**config.mk**
```make
export PLATFORM = sky130hd
export DESIGN_NAME = grm_ray_walker
export DESIGN_NICKNAME = d
export VERILOG_FILES = /design/src/rtl/grm_pkg.sv /design/src/rtl/grm_ray_walker.sv
export SDC_FILE = /design/constraint.sdc
export NUM_CORES = 2
export LEC_CHECK = 0
export ABC_AREA = 1
export BUFFER_PORTS_ARGS = -buffer_cell sky130_fd_sc_hd__clkbuf_2
export CORE_MARGIN = 1
export CORE_UTILIZATION = 65
export DETAILED_ROUTE_END_ITERATION = 8
export PLACE_DENSITY = 0.83
export SLEW_MARGIN = 20
export SYNTH_ARGS = -nofsm -noshare
export SYNTH_HDL_FRONTEND = slang
export SYNTH_SLANG_ARGS = --single-unit
export TNS_END_PERCENT = 50
```
**constraint.sdc**
```tcl
create_clock -name clk -period 16.4 [get_ports clk]
set_input_delay 3.28 -clock clk [delete_from_list [all_inputs] [get_ports clk]]
set_output_delay 3.28 -clock clk [all_outputs]
set_load 0.005 [all_outputs]
```
**src/rtl/grm_pkg.sv**
```systemverilog
package grm_pkg;

  localparam int MAX_GRID = 1024;
  localparam int LG_GRID  = $clog2(MAX_GRID);
  localparam int ADDR_W   = 2 * LG_GRID;
  localparam int ROWS_W   = 11;
  localparam int CELL_W   = 8;
  localparam int FIELD_W  = 12;
  localparam int COORD_W  = FIELD_W + 1;
  localparam int PROD_W   = 2 * COORD_W;
  localparam int ERR_W    = PROD_W + 2;

  localparam int STRIDE_MID_ABOVE  = 500;
  localparam int STRIDE_HIGH_ABOVE = 1000;

  localparam logic [1:0] OP_WRITE = 2'd0;
  localparam logic [1:0] OP_READ  = 2'd1;
  localparam logic [1:0] OP_TRACE = 2'd2;

  localparam logic [CELL_W-1:0] CELL_UNKNOWN = 8'd126;
  localparam logic [CELL_W-1:0] CELL_FREE    = 8'd255;

  typedef logic signed [COORD_W-1:0] coord_t;
  typedef logic signed [PROD_W-1:0]  prod_t;
  typedef logic signed [ERR_W-1:0]   err_t;

  typedef struct packed {
    logic [1:0]                op;
    logic signed [FIELD_W-1:0] x_a;
    logic signed [FIELD_W-1:0] y_a;
    logic signed [FIELD_W-1:0] x_b;
    logic signed [FIELD_W-1:0] y_b;
    logic [CELL_W-1:0]         value;
  } req_t;

  typedef struct packed {
    logic [CELL_W-1:0] read_value;
    logic              hit_painted;
  } rsp_t;

  typedef struct packed {
    coord_t xh;
    coord_t yh;
    coord_t xs;
    coord_t ys;
    coord_t side;
  } walk_cmd_t;

  typedef struct packed {
    logic   act;
    logic   fin;
    coord_t x;
    coord_t y;
  } walk_stat_t;

  function automatic coord_t ext(input logic signed [FIELD_W-1:0] v);
    return coord_t'(v);
  endfunction

  function automatic logic strict_inside(input coord_t x, input coord_t y, input coord_t side);
    return (x > 0) && (y > 0) && (x < side) && (y < side);
  endfunction

  function automatic logic [ADDR_W-1:0] cell_addr(input coord_t x, input coord_t y);
    return {y[LG_GRID-1:0], x[LG_GRID-1:0]};
  endfunction

endpackage

```
**src/rtl/grm_ray_walker.sv**
```systemverilog
module grm_ray_walker (
  input  logic                   clk,
  input  logic                   rst,
  input  logic                   start,
  input  grm_pkg::walk_cmd_t     cmd,
  output grm_pkg::walk_stat_t    stat
);

  localparam logic [2:0] W_IDLE  = 3'd0;
  localparam logic [2:0] W_SETUP = 3'd1;
  localparam logic [2:0] W_MUL1  = 3'd2;
  localparam logic [2:0] W_MUL2  = 3'd3;
  localparam logic [2:0] W_MUL3  = 3'd4;
  localparam logic [2:0] W_VERT  = 3'd5;
  localparam logic [2:0] W_SLOPE = 3'd6;
  localparam logic [2:0] W_FIN   = 3'd7;

  logic [2:0] state, state_next;

  grm_pkg::walk_cmd_t cmd_q;
  grm_pkg::coord_t lo_x, hi_x, lo_y, hi_y, dx, dy;
  grm_pkg::coord_t i, j, j0, xend, yend, cur_y;
  grm_pkg::coord_t row_off, col_off, sx_step, sy_step, i_next, j_next;
  grm_pkg::prod_t  p1, p2;
  grm_pkg::err_t   e, e_row, dj, di, adx;
  logic vert, stride_mid, stride_hi, keep, j_wrap;

  function automatic grm_pkg::coord_t range_low(input grm_pkg::coord_t a,
                                                input grm_pkg::coord_t b);
    if (a <= 0 || b <= 0) begin
      return '0;
    end
    return (a < b) ? a : b;
  endfunction

  function automatic grm_pkg::coord_t range_high(input grm_pkg::coord_t a,
                                                 input grm_pkg::coord_t b,
                                                 input grm_pkg::coord_t r);
    if (a > r || b > r) begin
      return r;
    end
    return (a > b) ? a : b;
  endfunction

  assign sx_step = stride_hi ? grm_pkg::coord_t'(3) :
                   (stride_mid ? grm_pkg::coord_t'(2) : grm_pkg::coord_t'(1));
  assign sy_step = stride_mid ? grm_pkg::coord_t'(2) : grm_pkg::coord_t'(1);
  assign row_off = lo_y + grm_pkg::coord_t'(1) - cmd_q.yh;
  assign col_off = i - cmd_q.xh;
  assign i_next  = i + sx_step;
  assign j_next  = j + sy_step;
  assign j_wrap  = !(j_next < yend);
  assign keep    = (e <= adx) && (e >= -adx);

  always_comb begin
    state_next = state;
    case (state)
      W_IDLE:  if (start) state_next = W_SETUP;
      W_SETUP: state_next = W_MUL1;
      W_MUL1: begin
        if (vert) begin
          state_next = (hi_y > lo_y) ? W_VERT : W_FIN;
        end else begin
          state_next = W_MUL2;
        end
      end
      W_MUL2:  state_next = (i < xend && j < yend) ? W_MUL3 : W_FIN;
      W_MUL3:  state_next = W_SLOPE;
      W_VERT:  if (cur_y - grm_pkg::coord_t'(1) <= lo_y) state_next = W_FIN;
      W_SLOPE: if (j_wrap && !(i_next < xend)) state_next = W_FIN;
      W_FIN:   state_next = W_IDLE;
      default: state_next = W_IDLE;
    endcase
  end

  always_ff @(posedge clk) begin
    if (rst) begin
      state <= W_IDLE;
    end else begin
      state <= state_next;
    end
  end

  always_ff @(posedge clk) begin
    case (state)
      W_IDLE: begin
        if (start) cmd_q <= cmd;
      end
      W_SETUP: begin
        lo_x       <= range_low(cmd_q.xs, cmd_q.xh);
        hi_x       <= range_high(cmd_q.xs, cmd_q.xh, cmd_q.side);
        lo_y       <= range_low(cmd_q.ys, cmd_q.yh);
        hi_y       <= range_high(cmd_q.ys, cmd_q.yh, cmd_q.side);
        dx         <= cmd_q.xs - cmd_q.xh;
        dy         <= cmd_q.ys - cmd_q.yh;
        vert       <= (cmd_q.xs == cmd_q.xh);
        stride_mid <= (cmd_q.side > grm_pkg::coord_t'(grm_pkg::STRIDE_MID_ABOVE));
        stride_hi  <= (cmd_q.side > grm_pkg::coord_t'(grm_pkg::STRIDE_HIGH_ABOVE));
      end
      W_MUL1: begin
        i     <= lo_x + grm_pkg::coord_t'(1);
        j     <= lo_y + grm_pkg::coord_t'(1);
        j0    <= lo_y + grm_pkg::coord_t'(1);
        xend  <= hi_x - grm_pkg::coord_t'(1);
        yend  <= hi_y - grm_pkg::coord_t'(1);
        cur_y <= hi_y;
        p1    <= grm_pkg::prod_t'(row_off) * grm_pkg::prod_t'(dx);
        adx   <= (dx < 0) ? -grm_pkg::err_t'(dx) : grm_pkg::err_t'(dx);
        dj    <= stride_mid ? (grm_pkg::err_t'(dx) <<< 1) : grm_pkg::err_t'(dx);
        if (stride_hi) begin
          di <= grm_pkg::err_t'(dy) + (grm_pkg::err_t'(dy) <<< 1);
        end else if (stride_mid) begin
          di <= grm_pkg::err_t'(dy) <<< 1;
        end else begin
          di <= grm_pkg::err_t'(dy);
        end
      end
      W_MUL2: begin
        p2 <= grm_pkg::prod_t'(dy) * grm_pkg::prod_t'(col_off);
      end
      W_MUL3: begin
        e     <= grm_pkg::err_t'(p1) - grm_pkg::err_t'(p2);
        e_row <= grm_pkg::err_t'(p1) - grm_pkg::err_t'(p2);
      end
      W_VERT: begin
        cur_y <= cur_y - grm_pkg::coord_t'(1);
      end
      W_SLOPE: begin
        if (j_wrap) begin
          i     <= i_next;
          j     <= j0;
          e     <= e_row - di;
          e_row <= e_row - di;
        end else begin
          j <= j_next;
          e <= e + dj;
        end
      end
      default: begin
      end
    endcase
  end

  assign stat.fin = (state == W_FIN);
  assign stat.x   = vert ? cmd_q.xs : i;
  assign stat.y   = vert ? cur_y : j;
  assign stat.act = ((state == W_VERT) || ((state == W_SLOPE) && keep)) &&
                    grm_pkg::strict_inside(stat.x, stat.y, cmd_q.side);

  a_act_in_visit: assert property (@(posedge clk) disable iff (rst)
    stat.act |-> (state == W_VERT || state == W_SLOPE))
    else $error("walker visit outside a scan state");

  a_slope_bounds: assert property (@(posedge clk) disable iff (rst)
    (state == W_SLOPE) |-> (i < xend && j < yend))
    else $error("sloped scan left its box");

  a_start_idle: assert property (@(posedge clk) disable iff (rst)
    start |-> state == W_IDLE)
    else $error("walker started while active");

endmodule

```
==> impl_metrics.toml <==
[outcome]
status = "finished clean"

[route]
drtAntennaViolNets = 0
drt-vias-per-instance = 6.00
drtIter0Drc = 3869
routedWlPerCell_um = 20.3
first_pass_iters = 9
num_vias = 37735
wirelength_um = 128000
drc = 0

[sta]
min_period_over_period = 0.511
max_clock_freq_mhz = 119
worst_clock_skew_ps = 34.9
rsz0062_at_grt = "no"
min_period_ps = 8370
tns_ps = 0
max_slew_margin = 0.294
finalHoldViolCount = 0
finalMaxSlewViolations = 0
setup_viol = 0
worst_pin_slew_ps = 1050
holdWs_ps = 528

[final_layout]
final_cell_mix = "nand2_1 (1209), inv_1 (889), ha_1 (492), nor2_1 (423), edfxtp_1 (388)"
layout_commonest_cell = "nand2_1"
drive_above_1_share = 0.0488
syn_to_final_growth_pct = 6.56
fin_nets = 6284
final_util = 0.700

[place]
globalplace.congestion = 1.02
port_buffers = 95
place_hpwl_um = 103000

[global_routing]
grtUsageTotal = 0.382
busiest_layer = "met2"
grt_pass1_wl_um = 198000
grtUsageMet3 = 0.0734
grt_pass1_vias = 36779
grtUsageMet1 = 0.476
gr-total-overflow = 0
antenna_found_initial = 2
grt_max_degree = 76
met2_usage = 0.630

[logic_synthesis]
syn_inst = 5299
synth_seq_cells = 391
synth-main-ff-cell = "edfxtp_1"
synthMuxAreaShare = 0
synthSimpleGateAreaFrac = 0.212
synth_compound_area_frac = 0.0887
synthArstFlopShare = 0
synth-edff-count = 388
synth_xor_area_frac = 0.0429
synth_top_family_by_area = "adder cells"
synthAdderAreaFrac = 0.296
yosysUniqueCellTypes = 60
synthesis.area_um2 = 43200
syn-mean-instance-area_um2 = 8.15
yosysWarningCount = 0
ys_seq_area_frac = 0.271

[clock_tree]
insertion_delay_ps = 610
cts_resized = 0
cts_setup_buffers = 0
cts_buffers = 45
cts_htree_levels = 2
root_buffer = "clkbuf_16"
hold_buffers = 0
cts_max_path_buffers = 3
cts_sinks = 391
clk_pin_slew_worst_paths_ps = 60
tritoncts = "built"

[worst_hold_path]
hold_depth = 2
min_path_type = "flop to flop"

[run]
drv_cap = 0

[worst_setup_path]
critPathLaunchType = "flop"
path_class = "flop to flop"
crit_top_cell = "fa_1"
worstPathMaxFanout = 11
cp.arrival_ps = 8710
end_kind = "flop"
crit_slowest_cell = "fa_1"
crit_path_max_incr_delay_ps = 630
cp_data_required_time_ps = 16740
ff2ff_path_depth = 31

[floorplanning]
fp.dieW_um = 260
ioPinCount = 96
initial_core_util = 0.657
die-area_um2 = 67500
die_h_um = 260
rows = 94
core_area_um2 = 65700
-- cell families after synthesis --
family,Yosys count
buffers and inverters,1011
XOR/XNOR,210
AND/OR/NAND/NOR,2159
other,1
AO/OA/AOI/OAI,703
adder cells (fa/ha/maj),824
flip-flops,391
-- worst paths after layout --
check,to,start,slack (ps)
hold reg to reg,j[12],j0[12],530
setup reg to reg,p1[24],lo_y[0],8030
setup / recovery,p1[24],lo_y[0],8030
hold / removal,j[12],j0[12],530
-- per-stage QoR --
| step | area, µm² | std cells | worst slack [ps] |
|---|---|---|---|
| global placement | 44600 | 6209 | 8490 |
| CTS | 46000 | 6291 | 8150 |
| finish | 46000 | 6292 | 8030 |
| global route | 46000 | 6291 | 7520 |
| detailed placement | 44600 | 6209 | 8210 |
| floorplan | 43200 | 5314 | 9170 |
-- state kept, by name, summed over array words and instances (netlist names), 13 cells and up --
| signal | flops |
|---|---|
| lo_x | 13 |
| p1 | 26 |
| p2 | 26 |
| e | 28 |
| xend | 13 |
| cmd_q | 65 |
| dj | 14 |
| hi_x | 13 |
| j | 13 |
| j0 | 13 |
| e_row | 28 |
| adx | 27 |
| dx | 13 |
| yend | 13 |
| dy | 13 |
| i | 13 |
| di | 15 |
| cur_y | 13 |
| hi_y | 13 |
| lo_y | 13 |
-- cell type report --
cell class              count  area, µm²
fillers                  5272      19700
clock buffers              53       1180
inverters                 932       3500
diodes                      1       2.50
well taps                 864       1080
flip-flops and latches    391      11700
clock inverters            29        244
multi-input cells        3912      27700
repair buffers            110        588
-- cell usage after synthesis, drive strengths merged, types with 2 or more instances --
cell | number | area, µm²
a211oi | 4 | 30.0
a21boi | 7 | 52.6
a21o | 21 | 158
a21oi | 329 | 1650
a221oi | 2 | 17.5
a22oi | 6 | 45.0
a31oi | 10 | 62.6
and2 | 2 | 12.5
and3 | 4 | 25.0
buf | 28 | 155
clkbuf | 51 | 191
clkinv | 9 | 33.8
dfxtp | 3 | 60.1
edfxtp | 388 | 11700
fa | 332 | 6650
ha | 492 | 6160
inv | 923 | 3460
nand2 | 1220 | 4610
nand3 | 267 | 1350
nand3b | 31 | 236
nand4 | 75 | 475
nor2 | 435 | 1690
nor3 | 71 | 382
nor3b | 2 | 15.0
nor4 | 24 | 165
o2111ai | 2 | 17.5
o211ai | 7 | 52.6
o21a | 9 | 67.6
o21ai | 249 | 1250
o21bai | 21 | 158
o221ai | 10 | 87.6
o22ai | 10 | 62.6
o311ai | 4 | 35.0
o31ai | 9 | 67.6
or2 | 27 | 169
xnor2 | 67 | 587
xor2 | 143 | 1270
-- layer usage --
metal	vias up	share of wire	wire (µm)
li1	17482	-	-
met1	17627	0.37	47600
met2	2121	0.46	59000
met3	503	0.10	13300
met4	2	0.060	7720
met5	-	0.00010	13
-- worst max-delay path: cells and delay by family, from the launching register on --
kind | cells | cell delay [ps]
AOI/OAI and AO/OA | 4 | 910
xor gates and xnor gates | 2 | 470
adders and majority gates | 8 | 3670
buffers and inverters | 5 | 560
DFF | 1 | 500
and+or+nand+nor | 12 | 1990
Power is left out: the tool's default activity adds up to more than one toggle a clock period on the data nets, which glitch-free logic cannot reach.
